<file path="src/sv/tpp_pkg.sv">
`default_nettype none
package tpp_pkg;

    // Result kinds.
    localparam logic [2:0] KIND_FNAME   = 3'd0;
    localparam logic [2:0] KIND_OPTION  = 3'd1;
    localparam logic [2:0] KIND_PAYLOAD = 3'd2;
    localparam logic [2:0] KIND_MESSAGE = 3'd3;
    localparam logic [2:0] KIND_SUMMARY = 3'd4;

    // Summary status codes.
    localparam logic [2:0] ST_OK          = 3'd0;
    localparam logic [2:0] ST_SHORT       = 3'd1;
    localparam logic [2:0] ST_BAD_FNAME   = 3'd2;
    localparam logic [2:0] ST_BAD_MODE    = 3'd3;
    localparam logic [2:0] ST_ACK_LEN     = 3'd4;
    localparam logic [2:0] ST_CODE_RANGE  = 3'd5;
    localparam logic [2:0] ST_UNSUPPORTED = 3'd6;

    // Opcodes.
    localparam logic [15:0] OPC_RRQ   = 16'd1;
    localparam logic [15:0] OPC_WRQ   = 16'd2;
    localparam logic [15:0] OPC_DATA  = 16'd3;
    localparam logic [15:0] OPC_ACK   = 16'd4;
    localparam logic [15:0] OPC_ERROR = 16'd5;

    // Keyword table indexes; modes come first, then options.
    localparam logic [2:0] W_NETASCII   = 3'd0;
    localparam logic [2:0] W_OCTET      = 3'd1;
    localparam logic [2:0] W_MAIL       = 3'd2;
    localparam logic [2:0] W_BLKSIZE    = 3'd3;
    localparam logic [2:0] W_TIMEOUT    = 3'd4;
    localparam logic [2:0] W_TSIZE      = 3'd5;
    localparam logic [2:0] W_WINDOWSIZE = 3'd6;
    localparam logic [2:0] W_OPT_BASE   = W_BLKSIZE;

    // Option selector values; OPT_NONE marks an unknown name.
    localparam logic [2:0] OPT_TSIZE = 3'd2;
    localparam logic [2:0] OPT_NONE  = 3'd4;

    typedef struct packed {
        logic [2:0]  kind;
        logic [7:0]  data_byte;
        logic [1:0]  option_id;
        logic [31:0] option_value;
        logic [15:0] packet_opcode;
        logic [2:0]  status;
        logic [1:0]  transfer_mode;
        logic [15:0] block_or_code;
    } result_t;

    // Everything one byte causes: an optional result and an optional summary.
    typedef struct packed {
        logic    has_main;
        result_t main;
        logic    has_sum;
        result_t sum;
    } record_t;

    function automatic logic [3:0] word_len(input logic [2:0] w);
        logic [3:0] n;
        case (w)
            W_NETASCII:   n = 4'd8;
            W_OCTET:      n = 4'd5;
            W_MAIL:       n = 4'd4;
            W_BLKSIZE:    n = 4'd7;
            W_TIMEOUT:    n = 4'd7;
            W_TSIZE:      n = 4'd5;
            W_WINDOWSIZE: n = 4'd10;
            default:      n = 4'd0;
        endcase
        return n;
    endfunction

    // Character at position i of keyword w, or zero past its end.
    function automatic logic [7:0] word_char(input logic [2:0] w, input logic [3:0] i);
        logic [79:0] s;
        logic [3:0]  n;
        logic [6:0]  bit_pos;
        logic [7:0]  ch;
        case (w)
            W_NETASCII:   s = 80'("netascii");
            W_OCTET:      s = 80'("octet");
            W_MAIL:       s = 80'("mail");
            W_BLKSIZE:    s = 80'("blksize");
            W_TIMEOUT:    s = 80'("timeout");
            W_TSIZE:      s = 80'("tsize");
            W_WINDOWSIZE: s = 80'("windowsize");
            default:      s = '0;
        endcase
        n = word_len(w);
        bit_pos = {n - 4'd1 - i, 3'b000};
        if (i < n)
            ch = s[bit_pos +: 8];
        else
            ch = 8'h00;
        return ch;
    endfunction

    // Lower-case an ASCII letter.
    function automatic logic [7:0] fold(input logic [7:0] c);
        logic [7:0] r;
        if (c >= 8'h41 && c <= 8'h5A)
            r = c + 8'd32;
        else
            r = c;
        return r;
    endfunction

endpackage
`default_nettype wire

</file>
<file path="src/sv/tftp_packet_parser_core.sv">
`default_nettype none
// TFTP packet parser.
// Input channel (in_valid/in_ready): one datagram byte per item in byte_in,
// with last_byte high on the final byte of the datagram.
// Output channel (out_valid/out_ready): result items; each byte causes zero,
// one or two of them, and last_result marks the final one of a byte.
// Configuration channel (cfg_valid/cfg_ready/cfg_data): writes
// max_error_code; it is always ready.
// The front parser takes one byte per cycle and writes what it produces into
// a small queue of QUEUE_DEPTH entries; a result is registered in the queue
// before it appears on the output. Input throughput is one byte per cycle
// while the queue has room; the output drains one result per cycle while
// out_ready is high. A byte that causes two results (file name, option, data
// or message result plus its summary) leaves the queue once both are taken.
// When the receiver stalls, the queue fills and in_ready drops only once it
// is full. Reset returns the parser to the start of a packet, empties the
// queue and sets max_error_code to 8.
module tftp_packet_parser_core
#(
    parameter int QUEUE_DEPTH = 4
)
(
    input  wire logic        clk,
    input  wire logic        rst_n,
    input  wire logic        in_valid,
    output logic             in_ready,
    input  wire logic [7:0]  byte_in,
    input  wire logic        last_byte,
    input  wire logic        cfg_valid,
    output logic             cfg_ready,
    input  wire logic [15:0] cfg_data,
    output logic             out_valid,
    input  wire logic        out_ready,
    output logic [2:0]       kind,
    output logic [7:0]       data_byte,
    output logic [1:0]       option_id,
    output logic [31:0]      option_value,
    output logic [15:0]      packet_opcode,
    output logic [2:0]       status,
    output logic [1:0]       transfer_mode,
    output logic [15:0]      block_or_code,
    output logic             last_result
);

    logic [15:0] max_err_reg;
    logic        fire;
    logic        rec_valid;
    logic        q_full, q_empty, q_pop;
    tpp_pkg::record_t rec, head;
    tpp_pkg::result_t res;

    assign cfg_ready = 1'b1;
    assign in_ready  = !q_full;
    assign fire      = in_valid && in_ready;

    // Error code limit register.
    always_ff @(posedge clk or negedge rst_n)
    begin
        if (!rst_n)
            max_err_reg <= 16'd8;
        else if (cfg_valid && cfg_ready)
            max_err_reg <= cfg_data;
    end

    tpp_front u_front
    (
        .clk            (clk),
        .rst_n          (rst_n),
        .fire           (fire),
        .byte_in        (byte_in),
        .last_byte      (last_byte),
        .max_error_code (max_err_reg),
        .rec            (rec),
        .rec_valid      (rec_valid)
    );

    tpp_queue #(.DEPTH(QUEUE_DEPTH)) u_queue
    (
        .clk       (clk),
        .rst_n     (rst_n),
        .push      (rec_valid),
        .push_data (rec),
        .pop       (q_pop),
        .head      (head),
        .full      (q_full),
        .empty     (q_empty)
    );

    tpp_back u_back
    (
        .clk       (clk),
        .rst_n     (rst_n),
        .head      (head),
        .empty     (q_empty),
        .out_ready (out_ready),
        .pop       (q_pop),
        .out_valid (out_valid),
        .res       (res),
        .res_last  (last_result)
    );

    assign kind          = res.kind;
    assign data_byte     = res.data_byte;
    assign option_id     = res.option_id;
    assign option_value  = res.option_value;
    assign packet_opcode = res.packet_opcode;
    assign status        = res.status;
    assign transfer_mode = res.transfer_mode;
    assign block_or_code = res.block_or_code;

    // A summary always closes the results of its byte.
    a_sum_last: assert property (@(posedge clk) disable iff (!rst_n)
        out_valid && kind == tpp_pkg::KIND_SUMMARY |-> last_result)
        else $error("summary result without last_result");

    // Only summaries carry packet information.
    a_plain_fields: assert property (@(posedge clk) disable iff (!rst_n)
        out_valid && kind != tpp_pkg::KIND_SUMMARY |-> status == tpp_pkg::ST_OK
        && packet_opcode == 16'd0 && block_or_code == 16'd0)
        else $error("non-summary result carries summary fields");

    // Only tsize keeps more than 16 value bits.
    a_opt_width: assert property (@(posedge clk) disable iff (!rst_n)
        out_valid && kind == tpp_pkg::KIND_OPTION |-> option_id == 2'd2
        || option_value[31:16] == 16'd0)
        else $error("16-bit option value too wide");

endmodule
`default_nettype wire

</file>
<file path="src/sv/tpp_front.sv">
`default_nettype none
module tpp_front
(
    input  wire logic              clk,
    input  wire logic              rst_n,
    input  wire logic              fire,
    input  wire logic [7:0]        byte_in,
    input  wire logic              last_byte,
    input  wire logic [15:0]       max_error_code,
    output tpp_pkg::record_t       rec,
    output logic                   rec_valid
);

    typedef enum logic [15:0] {
        PH_OP_HI    = 16'h0001,
        PH_OP_LO    = 16'h0002,
        PH_FNAME    = 16'h0004,
        PH_MODE     = 16'h0008,
        PH_OPT_NAME = 16'h0010,
        PH_OPT_VAL  = 16'h0020,
        PH_BLK_HI   = 16'h0040,
        PH_BLK_LO   = 16'h0080,
        PH_PAYLOAD  = 16'h0100,
        PH_ACK_HI   = 16'h0200,
        PH_ACK_LO   = 16'h0400,
        PH_ACK_DONE = 16'h0800,
        PH_ERR_HI   = 16'h1000,
        PH_ERR_LO   = 16'h2000,
        PH_ERR_MSG  = 16'h4000,
        PH_SKIP     = 16'h8000
    } phase_t;

    phase_t      phase_reg, phase_next;
    logic [15:0] opcode_reg, opcode_next;
    logic [2:0]  pos_reg, pos_next;
    logic        fne_reg, fne_next;
    logic [3:0]  mmatch_reg, mmatch_next;
    logic [2:0]  mlive_reg, mlive_next;
    logic [1:0]  mode_reg, mode_next;
    logic [3:0]  omatch_reg, omatch_next;
    logic [3:0]  olive_reg, olive_next;
    logic [2:0]  osel_reg, osel_next;
    logic [31:0] acc_reg, acc_next;
    logic        digit_reg, digit_next;
    logic        stop_reg, stop_next;
    logic        over_reg, over_next;
    logic [7:0]  hb_reg, hb_next;
    logic [15:0] num_reg, num_next;
    logic [2:0]  status_reg, status_next;

    logic [7:0]  c_fold;
    logic        is_digit;
    logic [35:0] prod;
    logic [35:0] lim;
    logic [2:0]  end_st;

    assign c_fold   = tpp_pkg::fold(byte_in);
    assign is_digit = (byte_in >= 8'h30) && (byte_in <= 8'h39);
    assign lim      = (osel_reg == tpp_pkg::OPT_TSIZE) ? 36'hFFFFFFFF : 36'h7FFFFFFF;

    // Decimal accumulate as shift-and-add: acc * 10 + digit.
    assign prod = {1'b0, acc_reg, 3'b000} + {3'b000, acc_reg, 1'b0}
                + {32'd0, byte_in[3:0] - 4'd0};

    // Per-byte phase step, emitted results and end-of-packet clearing.
    always_comb
    begin
        logic found;
        logic [1:0] msel;
        logic [2:0] osel;
        phase_next  = phase_reg;
        opcode_next = opcode_reg;
        pos_next    = pos_reg;
        fne_next    = fne_reg;
        mmatch_next = mmatch_reg;
        mlive_next  = mlive_reg;
        mode_next   = mode_reg;
        omatch_next = omatch_reg;
        olive_next  = olive_reg;
        osel_next   = osel_reg;
        acc_next    = acc_reg;
        digit_next  = digit_reg;
        stop_next   = stop_reg;
        over_next   = over_reg;
        hb_next     = hb_reg;
        num_next    = num_reg;
        status_next = status_reg;
        rec         = '0;
        found       = 1'b0;
        msel        = 2'd0;
        osel        = tpp_pkg::OPT_NONE;
        end_st      = tpp_pkg::ST_SHORT;

        if (phase_reg == PH_FNAME && pos_reg == 3'd2 && last_byte)
        begin
            // A request of exactly three bytes is too short.
            phase_next  = PH_SKIP;
            status_next = tpp_pkg::ST_SHORT;
        end
        else
        begin
            unique case (phase_reg)
                PH_OP_HI:
                begin
                    hb_next    = byte_in;
                    phase_next = PH_OP_LO;
                end
                PH_OP_LO:
                begin
                    opcode_next = {hb_reg, byte_in};
                    fne_next    = 1'b0;
                    if (opcode_next == tpp_pkg::OPC_RRQ || opcode_next == tpp_pkg::OPC_WRQ)
                        phase_next = PH_FNAME;
                    else if (opcode_next == tpp_pkg::OPC_DATA)
                        phase_next = PH_BLK_HI;
                    else if (opcode_next == tpp_pkg::OPC_ACK)
                        phase_next = PH_ACK_HI;
                    else if (opcode_next == tpp_pkg::OPC_ERROR)
                        phase_next = PH_ERR_HI;
                    else
                    begin
                        phase_next  = PH_SKIP;
                        status_next = tpp_pkg::ST_UNSUPPORTED;
                    end
                end
                PH_FNAME:
                begin
                    if (byte_in != 8'h00)
                    begin
                        rec.has_main       = 1'b1;
                        rec.main.kind      = tpp_pkg::KIND_FNAME;
                        rec.main.data_byte = byte_in;
                        fne_next           = 1'b1;
                    end
                    else if (!fne_reg)
                    begin
                        phase_next  = PH_SKIP;
                        status_next = tpp_pkg::ST_BAD_FNAME;
                    end
                    else
                    begin
                        phase_next  = PH_MODE;
                        mmatch_next = 4'd0;
                        mlive_next  = 3'b111;
                    end
                end
                PH_MODE:
                begin
                    if (byte_in != 8'h00)
                    begin
                        for (int k = 0; k < 3; k++)
                            mlive_next[k] = mlive_reg[k]
                                && (tpp_pkg::word_char(3'(k), mmatch_reg) == c_fold);
                        if (mmatch_reg != 4'd15)
                            mmatch_next = mmatch_reg + 4'd1;
                    end
                    else
                    begin
                        for (int k = 0; k < 3; k++)
                            if (!found && mlive_reg[k]
                                && tpp_pkg::word_len(3'(k)) == mmatch_reg)
                            begin
                                found = 1'b1;
                                msel  = 2'(k);
                            end
                        if (found)
                        begin
                            mode_next   = msel;
                            phase_next  = PH_OPT_NAME;
                            omatch_next = 4'd0;
                            olive_next  = 4'b1111;
                        end
                        else
                        begin
                            phase_next  = PH_SKIP;
                            status_next = tpp_pkg::ST_BAD_MODE;
                        end
                    end
                end
                PH_OPT_NAME:
                begin
                    if (byte_in != 8'h00)
                    begin
                        for (int k = 0; k < 4; k++)
                            olive_next[k] = olive_reg[k]
                                && (tpp_pkg::word_char(tpp_pkg::W_OPT_BASE + 3'(k), omatch_reg)
                                    == c_fold);
                        if (omatch_reg != 4'd15)
                            omatch_next = omatch_reg + 4'd1;
                    end
                    else
                    begin
                        for (int k = 0; k < 4; k++)
                            if (!found && olive_reg[k]
                                && tpp_pkg::word_len(tpp_pkg::W_OPT_BASE + 3'(k)) == omatch_reg)
                            begin
                                found = 1'b1;
                                osel  = 3'(k);
                            end
                        osel_next  = osel;
                        phase_next = PH_OPT_VAL;
                        acc_next   = '0;
                        digit_next = 1'b0;
                        stop_next  = 1'b0;
                        over_next  = 1'b0;
                    end
                end
                PH_OPT_VAL:
                begin
                    if (byte_in != 8'h00)
                    begin
                        if (!stop_reg)
                        begin
                            if (is_digit)
                            begin
                                digit_next = 1'b1;
                                if (!over_reg)
                                begin
                                    acc_next = prod[31:0];
                                    if (prod > lim)
                                        over_next = 1'b1;
                                end
                            end
                            else
                                stop_next = 1'b1;
                        end
                    end
                    else
                    begin
                        if (osel_reg != tpp_pkg::OPT_NONE && digit_reg && !over_reg)
                        begin
                            rec.has_main          = 1'b1;
                            rec.main.kind         = tpp_pkg::KIND_OPTION;
                            rec.main.option_id    = osel_reg[1:0];
                            rec.main.option_value = acc_reg;
                            if (osel_reg != tpp_pkg::OPT_TSIZE)
                                rec.main.option_value[31:16] = 16'd0;
                        end
                        phase_next  = PH_OPT_NAME;
                        omatch_next = 4'd0;
                        olive_next  = 4'b1111;
                    end
                end
                PH_BLK_HI:
                begin
                    hb_next    = byte_in;
                    phase_next = PH_BLK_LO;
                end
                PH_ACK_HI:
                begin
                    hb_next    = byte_in;
                    phase_next = PH_ACK_LO;
                end
                PH_ERR_HI:
                begin
                    hb_next    = byte_in;
                    phase_next = PH_ERR_LO;
                end
                PH_BLK_LO:
                begin
                    num_next   = {hb_reg, byte_in};
                    fne_next   = 1'b0;
                    phase_next = PH_PAYLOAD;
                end
                PH_ACK_LO:
                begin
                    num_next   = {hb_reg, byte_in};
                    fne_next   = 1'b0;
                    phase_next = PH_ACK_DONE;
                end
                PH_ERR_LO:
                begin
                    num_next   = {hb_reg, byte_in};
                    fne_next   = 1'b0;
                    phase_next = PH_ERR_MSG;
                end
                PH_PAYLOAD:
                begin
                    rec.has_main       = 1'b1;
                    rec.main.kind      = tpp_pkg::KIND_PAYLOAD;
                    rec.main.data_byte = byte_in;
                end
                PH_ACK_DONE:
                begin
                    phase_next  = PH_SKIP;
                    status_next = tpp_pkg::ST_ACK_LEN;
                end
                PH_ERR_MSG:
                begin
                    if (!fne_reg && num_reg > max_error_code)
                    begin
                        phase_next  = PH_SKIP;
                        status_next = tpp_pkg::ST_CODE_RANGE;
                    end
                    else if (byte_in == 8'h00)
                    begin
                        phase_next  = PH_SKIP;
                        status_next = tpp_pkg::ST_OK;
                    end
                    else
                    begin
                        rec.has_main       = 1'b1;
                        rec.main.kind      = tpp_pkg::KIND_MESSAGE;
                        rec.main.data_byte = byte_in;
                        fne_next           = 1'b1;
                    end
                end
                default:
                begin
                end
            endcase
        end

        // Final status from where the packet stopped.
        unique case (phase_next)
            PH_FNAME:    end_st = fne_next ? tpp_pkg::ST_BAD_FNAME : tpp_pkg::ST_SHORT;
            PH_MODE:     end_st = tpp_pkg::ST_BAD_MODE;
            PH_OPT_NAME, PH_OPT_VAL, PH_PAYLOAD, PH_ACK_DONE:
                         end_st = tpp_pkg::ST_OK;
            PH_ACK_HI, PH_ACK_LO:
                         end_st = tpp_pkg::ST_ACK_LEN;
            PH_ERR_MSG:  end_st = fne_next ? tpp_pkg::ST_OK : tpp_pkg::ST_SHORT;
            PH_SKIP:     end_st = status_next;
            default:     end_st = tpp_pkg::ST_SHORT;
        endcase

        if (last_byte)
        begin
            rec.has_sum           = 1'b1;
            rec.sum.kind          = tpp_pkg::KIND_SUMMARY;
            rec.sum.packet_opcode = opcode_next;
            rec.sum.status        = end_st;
            if (end_st == tpp_pkg::ST_OK
                && (opcode_next == tpp_pkg::OPC_RRQ || opcode_next == tpp_pkg::OPC_WRQ))
                rec.sum.transfer_mode = mode_next;
            if (end_st == tpp_pkg::ST_OK && opcode_next >= tpp_pkg::OPC_DATA
                && opcode_next <= tpp_pkg::OPC_ERROR)
                rec.sum.block_or_code = num_next;

            // Start the next packet from a clean state.
            phase_next  = PH_OP_HI;
            opcode_next = '0;
            pos_next    = '0;
            fne_next    = 1'b0;
            mmatch_next = '0;
            mlive_next  = '0;
            mode_next   = '0;
            omatch_next = '0;
            olive_next  = '0;
            osel_next   = '0;
            acc_next    = '0;
            digit_next  = 1'b0;
            stop_next   = 1'b0;
            over_next   = 1'b0;
            hb_next     = '0;
            num_next    = '0;
            status_next = '0;
        end
        else if (pos_reg != 3'd7)
            pos_next = pos_reg + 3'd1;
    end

    assign rec_valid = fire && (rec.has_main || rec.has_sum);

    // Parser state registers.
    always_ff @(posedge clk or negedge rst_n)
    begin
        if (!rst_n)
        begin
            phase_reg  <= PH_OP_HI;
            opcode_reg <= '0;
            pos_reg    <= '0;
            fne_reg    <= 1'b0;
            mmatch_reg <= '0;
            mlive_reg  <= '0;
            mode_reg   <= '0;
            omatch_reg <= '0;
            olive_reg  <= '0;
            osel_reg   <= '0;
            acc_reg    <= '0;
            digit_reg  <= 1'b0;
            stop_reg   <= 1'b0;
            over_reg   <= 1'b0;
            hb_reg     <= '0;
            num_reg    <= '0;
            status_reg <= '0;
        end
        else if (fire)
        begin
            phase_reg  <= phase_next;
            opcode_reg <= opcode_next;
            pos_reg    <= pos_next;
            fne_reg    <= fne_next;
            mmatch_reg <= mmatch_next;
            mlive_reg  <= mlive_next;
            mode_reg   <= mode_next;
            omatch_reg <= omatch_next;
            olive_reg  <= olive_next;
            osel_reg   <= osel_next;
            acc_reg    <= acc_next;
            digit_reg  <= digit_next;
            stop_reg   <= stop_next;
            over_reg   <= over_next;
            hb_reg     <= hb_next;
            num_reg    <= num_next;
            status_reg <= status_next;
        end
    end

endmodule
`default_nettype wire

</file>
<file path="src/sv/tpp_queue.sv">
`default_nettype none
module tpp_queue
#(
    parameter int DEPTH = 4
)
(
    input  wire logic              clk,
    input  wire logic              rst_n,
    input  wire logic              push,
    input  tpp_pkg::record_t       push_data,
    input  wire logic              pop,
    output tpp_pkg::record_t       head,
    output logic                   full,
    output logic                   empty
);

    localparam int PW = (DEPTH > 1) ? $clog2(DEPTH) : 1;
    localparam int CW = $clog2(DEPTH + 1);

    tpp_pkg::record_t mem_reg [DEPTH];
    logic [PW-1:0] wr_reg, rd_reg;
    logic [CW-1:0] count_reg;

    assign full  = (count_reg == CW'(DEPTH));
    assign empty = (count_reg == '0);
    assign head  = mem_reg[rd_reg];

    // Entry storage.
    always_ff @(posedge clk)
    begin
        if (push)
            mem_reg[wr_reg] <= push_data;
    end

    // Pointers and fill count.
    always_ff @(posedge clk or negedge rst_n)
    begin
        if (!rst_n)
        begin
            wr_reg    <= '0;
            rd_reg    <= '0;
            count_reg <= '0;
        end
        else
        begin
            if (push)
                wr_reg <= (wr_reg == PW'(DEPTH - 1)) ? '0 : wr_reg + 1'b1;
            if (pop)
                rd_reg <= (rd_reg == PW'(DEPTH - 1)) ? '0 : rd_reg + 1'b1;
            if (push && !pop)
                count_reg <= count_reg + 1'b1;
            else if (pop && !push)
                count_reg <= count_reg - 1'b1;
        end
    end

endmodule
`default_nettype wire

</file>
<file path="src/sv/tpp_back.sv">
`default_nettype none
module tpp_back
(
    input  wire logic              clk,
    input  wire logic              rst_n,
    input  tpp_pkg::record_t       head,
    input  wire logic              empty,
    input  wire logic              out_ready,
    output logic                   pop,
    output logic                   out_valid,
    output tpp_pkg::result_t       res,
    output logic                   res_last
);

    logic sent_main_reg, sent_main_next;
    logic show_main;
    logic take;

    // Show the main result first, then the summary of the same byte.
    assign show_main = head.has_main && !sent_main_reg;
    assign res       = show_main ? head.main : head.sum;
    assign res_last  = show_main ? !head.has_sum : 1'b1;
    assign out_valid = !empty;
    assign take      = out_valid && out_ready;
    assign pop       = take && res_last;

    always_comb
    begin
        sent_main_next = sent_main_reg;
        if (pop)
            sent_main_next = 1'b0;
        else if (take)
            sent_main_next = 1'b1;
    end

    always_ff @(posedge clk or negedge rst_n)
    begin
        if (!rst_n)
            sent_main_reg <= 1'b0;
        else
            sent_main_reg <= sent_main_next;
    end

endmodule
`default_nettype wire
</file>
<file path="config.mk">
export PLATFORM = sky130hd
export DESIGN_NAME = tftp_packet_parser_core
export DESIGN_NICKNAME = d
export VERILOG_FILES = /design/src/sv/tpp_pkg.sv /design/src/sv/tftp_packet_parser_core.sv /design/src/sv/tpp_front.sv /design/src/sv/tpp_queue.sv /design/src/sv/tpp_back.sv
export SDC_FILE = /design/constraint.sdc
export NUM_CORES = 1
export LEC_CHECK = 0
export ABC_AREA = 1
export BUFFER_PORTS_ARGS = -buffer_cell sky130_fd_sc_hd__buf_2
export CORE_UTILIZATION = 50
export DETAILED_ROUTE_END_ITERATION = 8
export GPL_TIMING_DRIVEN = 1
export MAX_ROUTING_LAYER = met4
export PLACE_DENSITY = 0.77
export SYNTH_ARGS = -nofsm -noshare
export SYNTH_HDL_FRONTEND = slang
export SYNTH_SLANG_ARGS = --single-unit
</file>
<file path="constraint.sdc">
create_clock -name clk -period 6.06 [get_ports clk]
set_input_delay 1.212 -clock clk [delete_from_list [all_inputs] [get_ports clk]]
set_output_delay 1.212 -clock clk [all_outputs]
set_load 0.02 [all_outputs]
</file>
# After elaboration in Yosys (flattened, before gate mapping)
# Memory sizes are Yosys's and may differ from the RTL's.
# Index checks and enable logic that the tools add are counted.
totals:
  output_inout_bits: 86
  wordCells: 471
  register_bits: 142
  mem_count: 1
  ramBits: 348
  inputBits: 30
memory_table:
  columns: ["memory", "depth", "word_bits", "rd", "rd_ports_with_merged_regs", "wr", "line_no", "source"]
  rows:
  - ["u_queue.mem_reg", 4, 87, 1, 0, 1, "tpp_queue.sv:20", "tpp_pkg::record_t mem_reg [DEPTH];"]
op_classes:
  eq_ne: 71
  shift: 7
  n_addsub: 22
  order_cmp: 14
  reduce_logical: 79
  muxes: 255
ops:
  columns: ["cell", "n"]
  rows:
  - ["80-bit 2-to-1 mux", 21]
  - ["80-bit by 8-bit variable part select with 8-bit output", 7]
  - ["16-bit 2-to-1 mux", 22]
  - ["32-bit 2-to-1 mux", 8]
  - ["8-bit 2-to-1 mux", 32]
  - ["4-bit 2-to-1 mux", 56]
  - ["16-bit case mux with 14 select lines", 1]
  - ["34-bit 2-to-1 mux", 3]
  - ["3-bit 2-to-1 mux", 29]
  - ["82-bit 2-to-1 mux", 1]
  - ["16-bit by 2-bit equality test with 1-bit output, second input constant", 4]
  - ["16-bit by 3-bit equality test with 1-bit output, second input constant", 4]
  - ["32-bit case mux with 2 select lines", 1]
  - ["8-bit equality test", 7]
  - ["1-bit 2-to-1 mux", 54]
  - ["16-bit by 1-bit equality test with 1-bit output, second input constant", 3]
  - ["46-bit 2-to-1 mux", 1]
  - ["37-bit 2-to-1 mux", 1]
  - ["35-bit by 33-bit adder with 36-bit output", 1]
  - ["36-bit by 4-bit adder with 36-bit output", 1]
  - ["36-bit greater-than comparator", 1]
  - ["1-bit logical AND", 36]
  - ["12-bit 2-to-1 mux", 3]
  - ["16-bit by 10-bit equality test with 1-bit output, second input constant", 2]
  - ["other kinds (63)", 149]

# Depth between registers and ports, before layout
# Gate-level depths: netlist of the first run.
depth:
  depth_word: 36
  mapped_depth: 25
  ltp_nobuf: 24

# By module
# Synthesis of the first run repeated with hierarchy kept, for this count alone.
unflattened:
  cells_unflattened: 4148
  hier_area_um2: 41259.6
modules_own_cells:
  columns: ["module", "area_per_inst_um2", "seq_area_each_um2", "cells_each", "n_inst"]
  rows:
  - ["tpp_queue", 27050.9, 20114.3, 1989, 1]
  - ["tpp_front", 12289.3, 2954.1, 1804, 1]
  - ["tpp_back", 1251.2, 25.0, 282, 1]
  - ["tftp_packet_parser_core", 668.1, 401.6, 73, 1]

# Worst setup path after synthesis of the first run
# Ideal clock, no wire load.
synth_timing:
  path_kind: "input to register"
  start: "input byte_in[0]"
  end: "memory u_queue.mem_reg[0][0] (netlist bit), enable pin"
  cell_stages: 12
  path_slack_ps: -556
  setup_ps: 525
  t_required_ps: 5535
  arrival_time_ps: 6091
  n_path_buf: 3
  cell_sequence: "buf_2 -> nor2_1 -> nand2_1 -> nor2_4 -> buf_4 -> nand4_1 -> buf_2 -> nand2_1 -> a31o_2 -> or2_2 -> nand2_1 -> nor2_1"
synth_lines:
  columns: ["element", "line_no", "source"]
  rows:
  - ["start: declaration", "tftp_packet_parser_core.sv:27", "input wire logic [7:0] byte_in,"]
  - ["end: declaration", "tpp_queue.sv:20", null]

==> results.yml, run 1 <==
worst_setup_path:
  end_kind: "flip-flop"
  cp-startpoint: "u_front.phase_reg[15]"
  r2r_start: "u_front.phase_reg[15]"
  arrival_ps: 4860
  critPathKind: "reg -> reg"
  critical_path.max_fanout: 60
  critPathLaunchType: "flip-flop"
  critPathRequiredTime_ps: 6260
clock_tree:
  tritoncts: "yes"
  cts_made_buffers: 48
  cts.clk_slew.worst_paths_ps: 60
  clk_latency_ps: 610
  cts-root-buf: "clkbuf_16"
  htreeDepth: 2
  clock-sinks: 474
  cts.path.max_buffers: 3
  cts_setup_buffers: 0
  cts_resized: 0
  cts_hold_buf: 0
layout:
  fin_area_um2: 28700
  area_delta_synth_final_pct: 11.2
  largest_reg_flops: 332
  stdcell_count: 3654
  num_antenna_cells: 0
  fillers: 4386
  layout-drive-gt1-share_pct: 11.0
  layout.nets: 3091
global_routing:
  met1_usage_pct: 37.5
  top_usage_layer: "met2"
  antenna_found_initial: 1
  grt_pass1_vias: 20300
  use_met3_pct: 4.33
  grt_max_degree: 97
  met2_usage_pct: 42.7
  grt_remaining_overflow: 0
  grt_pass1_wl_um: 111000
  grt_usage_pct: 27.5
power:
  combPwrFrac_pct: 39.2
  swShare_pct: 40.9
  pwr-share-clk_pct: 27.1
  seqPwrFrac_pct: 33.6
  p_int_mw: 7.07
  p_per_area_nw_per_um2: 417
  leakagePower_nw: 12.2
  vdd_drop_max_uv: 312
  power_switching_mw: 4.89
sta:
  maxSlewHeadroom_pct: 14.8
  hold_viol: 0
  fin_tns_setup_ps: 0
  setup_slack_ps: 1410
  period_needed_ps: 4650
  setup_viol: 0
  period_share_pct: 76.8
  hold-worst-slack_ps: 492
  fin_skew_ps: 33.3
  fmax_mhz: 215
  rsz0062_at_grt: "false"
  final_max_slew_viol_count: 0
  worst_pin_slew_ps: 1270
floorplan:
  die-area_um2: 52500
  fp.coreArea_um2: 50500
  fp.dieH_um: 229
  dieWidth_um: 229
  start_util_pct: 51.1
  fp-row-count: 82
  num_io_pins: 116
logic_synthesis:
  ys_ff_latch: 474
  synthDistinctLibCells: 67
  synth_nets: 3017
  netlist_area_um2: 25800
  synth-edff-count: 332
  async_reset_ff_share_pct: 30.0
  yosys-top-cells-count: "nor2_1, nand2_1, edfxtp_1"
  synth_cells: 2869
  synth_top_area_share_pct: 38.6
  synthFlopType: "edfxtp_1"
  synth.avg_cell_area_um2: 8.99
  synthTopCellsByArea: "edfxtp_1, dfrtp_1, nor2_1"
  seq_area_frac_synth_pct: 52.4
  yosys_warnings: 0
  yosys.area.top_type: "edfxtp_1"
  yosys.cell_count.top_type: "nor2_1"
detailed_routing:
  wl_per_cell_um: 19.4
  vias_per_cell: 5.79
  dr.pass1.iters: 6
  dr_total_vias: 21100
  drc: 0
  drt_iter0_drc: 2217
  wirelength_um: 70700
  ant_nets: 0
run_status:
  status: "completed"
worst_hold_path:
  min_path_type: "reg -> reg"
  hp-start: "u_front.opcode_reg[15]"
placed_design:
  gp_congestion: 0.982
  placed_area_um2: 27000
  dpl.hpwl_um: 48100
  dp.cells: 3565
  place_ws_ps: 814
  port_buffers: 114
flow_run:
  maxCapViolations: 0
placed cells by master, fill, tap and decap left out, drive strengths merged, types with 2 or more instances in the layout:
cell type and count:
clkinvlp 2, o22ai 96, o21a 3, nand2 410, dfstp 2, or2 4, nand3b 4, nand4 32
nor3 68, inv 331, a41oi 2, o21bai 6, xor2 32, fa 3, a2111oi 2, bufinv 10
nor4 13, a22o 2, clkbuf 60, a31oi 6, a211oi 3, o2111ai 2, ha 115, a21o 2
a21oi 152, o31ai 6, o211ai 9, edfxtp 332, xnor2 16, and3 2, clkinv 19, buf 142
o221ai 3, nor2 498, dfrtp 140, nand3 129, o21ai 312
layout make-up:
type	count	area, um2	area share [%]
clock buffers	60	1280	4.45
clock inverters	29	465	1.62
inverters	333	1260	4.39
multi-input cells	1944	10500	36.7
flip-flops and latches	474	13500	47.1
well taps	672	841	2.93
repair buffers	142	787	2.74
path summary, 6_finish.rpt:
check,slack (ps),cells after the start,to
worst max-delay path,1410,14,u_queue.mem_reg[1][55]
worst min-delay path,490,2,u_front.opcode_reg[15]
worst max register to register,1410,14,u_queue.mem_reg[1][55]
worst min register to register,490,2,u_front.opcode_reg[15]
max in group asynchronous,4040,2,max_err_reg[6]
min in group asynchronous,720,1,u_front.omatch_reg[3]
through the flow:
| step | power, mW | utilization [%] |
|---|---|---|
| after CTS | 12.0 | 56.9 |
| after global routing | 12.6 | 56.9 |
| after detailed placement | 8.73 | 53.4 |
| after floorplan | 7.35 | - |
| final | 12.0 | 56.9 |
| after global placement | 8.60 | 53.4 |
cells by family (layout without fill, tap and decap cells):
logic type,Yosys count,after routing,synth area share [%]
compound gates,613,613,13.0
buf+inv,451,564,6.86
xor+xnor,48,48,1.63
fa+ha+maj,118,118,5.81
flops,474,474,52.4
other cells,1,1,0.0145
mux,2,2,0.0825
simple gates,1162,1162,20.2
per-layer routing:
layer  vias to the layer above  share of wire (%)
met3                       135                7.9
li1                       9916                  -
met1                     10200                 43
met4                         0                2.7
met5                         -                  0
met2                       909                 46
critical path: stages, from the launching register on:
cell and delay (ps):
dfrtp_1 410, nor2_2 230, nand2_4 120, nor2_8 250, inv_1 120, nor2_1 150, inv_1 100, nor2_1 320
nand4_1 170, nand2_1 180, a31o_2 180, or2_2 130, nand2_1 220, nor2_4 770, buf_4 850
power groups by stage:
stage | combinational [mW] | clock (mW) | sequential (mW)
detailed placement | 4.65 | 0 | 4.08
floorplan | 3.32 | 0 | 4.03
finish | 4.69 | 3.25 | 4.02
global route | 5.13 | 3.41 | 4.05
global placement | 4.54 | 0 | 4.06
CTS | 4.68 | 3.28 | 4.02
Note: power is estimated with default switching activity, not from simulation.
==> run 2: changes to the inputs <==
- clock period: 6.06 -> 3.8 ns (I/O delays scaled with it)
==> run 2 against run 1 <==
Effect of this change: first-iteration DRC count down 7.1%; die area unchanged; via count down 0.23%; total power up 60%; non-clock buffer count up 69; sequential power up 61%; setup slack worse by 1200 ps; final area up 2.7%; flip-flop and latch count unchanged; routed wire length up 1.6%; critical path type is now reg -> out.
==> results.yml, run 2 (synthesized netlist as in run 1, its figures left out) <==
global_routing:
  grt_pass1_vias: 20800
  grt_remaining_overflow: 0
  grt_usage_pct: 28.1
  grt_pass1_wl_um: 113000
  grt_max_degree: 87
  antenna_found_initial: 0
sta:
  hold_viol: 0
  fin_skew_ps: 30.8
  final_max_slew_viol_count: 0
  worst_pin_slew_ps: 999
  period_share_pct: 95.0
  setup_slack_ps: 190
  maxSlewHeadroom_pct: 33.4
  fmax_mhz: 277
  setup_viol: 0
  period_needed_ps: 3610
detailed_routing:
  dr_total_vias: 21100
  dr.pass1.iters: 5
  wirelength_um: 71900
  drt_iter0_drc: 2060
  ant_nets: 0
  drc: 0
  wl_per_cell_um: 19.3
  vias_per_cell: 5.66
floorplan:
  fp.dieH_um: 229
  fp-row-count: 82
  dieWidth_um: 229
  fp.coreArea_um2: 50500
  start_util_pct: 51.1
  die-area_um2: 52500
  num_io_pins: 116
layout:
  num_antenna_cells: 0
  layout-drive-gt1-share_pct: 13.7
  layout.nets: 3162
  area_delta_synth_final_pct: 14.3
  final_cell_mix: "nor2_1, nand2_1, edfxtp_1"
  stdcell_count: 3727
  largest_reg_flops: 332
  fin_area_um2: 29500
  layout_commonest_cell: "nor2_1"
placed_design:
  placed_area_um2: 27700
  dp.cells: 3634
  gp_congestion: 1.01
  port_buffers: 114
  place_ws_ps: -142
  dpl.hpwl_um: 51100
worst_setup_path:
  critPathLaunchType: "flip-flop"
  critPathRequiredTime_ps: 3040
  slowest_delay_ps: 560
  crit_family: "buffers and inverters"
  cp_cell_sequence: "inv_6, o21ai_0, o22ai_1, nand2_2, buf_4, a21oi_1, buf_2"
  critical_path.max_fanout: 43
  critPathKind: "reg -> out"
  end_kind: "output port"
  critPathBufInv: 3
  cp_slowest_cell: "dfrtp_4"
  arrival_ps: 2850
clock_tree:
  htreeDepth: 2
  cts-root-buf: "clkbuf_16"
  cts_setup_buffers: 0
  cts_made_buffers: 50
  cts_resized: 0
  clk_latency_ps: 590
  cts.path.max_buffers: 3
  tritoncts: "yes"
  cts_hold_buf: 0
  clock-sinks: 474
  cts.clk_slew.worst_paths_ps: 70
worst_hold_path:
  min_path_type: "in -> async"
power:
  pwr-share-clk_pct: 26.9
  p_int_mw: 11.4
  p_per_area_nw_per_um2: 648
  power_switching_mw: 7.73
  leakagePower_nw: 12.6
  vdd_drop_max_uv: 427
  seqPwrFrac_pct: 33.8
  combPwrFrac_pct: 39.3
  swShare_pct: 40.5
flow_run:
  maxCapViolations: 0
run_status:
  status: "completed"
[run 2: area by class of cell]
cell class / instances / area, um2
clock inverter: 27 / 300
sequential: 474 / 13500
clock buffer: 66 / 1450
tap: 672 / 841
multi-input combinational: 1944 / 10600
inverter: 333 / 1260
timing repair buffer: 211 / 1520
fill: 4309 / 21000
[run 2: metrics by stage]
step                      util (%)  hold WS (ps)  power, mW  setup TNS [ps]
final                         58.4           114       19.1               0
after global routing          58.4           132       20.1          -0.172
after CTS                     58.3           108       19.2               0
after detailed placement      54.9           478       14.0            -153
after global placement        54.9           466       13.8            -124
after floorplan                  -           448       11.7               0
[run 2: worst paths after layout]
| path | startpoint | end | slack [ps] | depth (start not counted) |
|---|---|---|---|---|
| hold / removal | rst_n | u_front.omatch_reg[2] | 110 | 1 |
| min in group clk | cfg_data[6] | max_err_reg[6] | 380 | 3 |
| max in group asynchronous | rst_n | u_front.acc_reg[26] | 2750 | 2 |
| setup reg to reg | max_err_reg[3] | u_queue.count_reg[1] | 230 | 22 |
| setup / recovery | u_queue.rd_reg[0] | data_byte[3] | 190 | 7 |
| hold reg to reg | u_front.opcode_reg[12] | u_front.opcode_reg[12] | 500 | 2 |
[run 2: per-layer routing]
layer / share of wire [%] / wire length, um / vias up / track usage, %
met4: 3.3 / 2360 / 0 / 9.25
met1: 43 / 30800 / 10200 / 36.4
met3: 5.7 / 4080 / 139 / 3.82
li1: - / - / 10100 / -
met5: 0 / 0 / - / -
met2: 48 / 34600 / 676 / 45.5
[run 2: power groups by stage]
stage,logic [mW],clock network [mW],registers (mW)
after floorplan,5.32,0,6.39
after global placement,7.30,0,6.52
after detailed placement,7.46,0,6.55
after CTS,7.51,5.20,6.44
after global routing,8.23,5.39,6.49
final,7.51,5.13,6.46
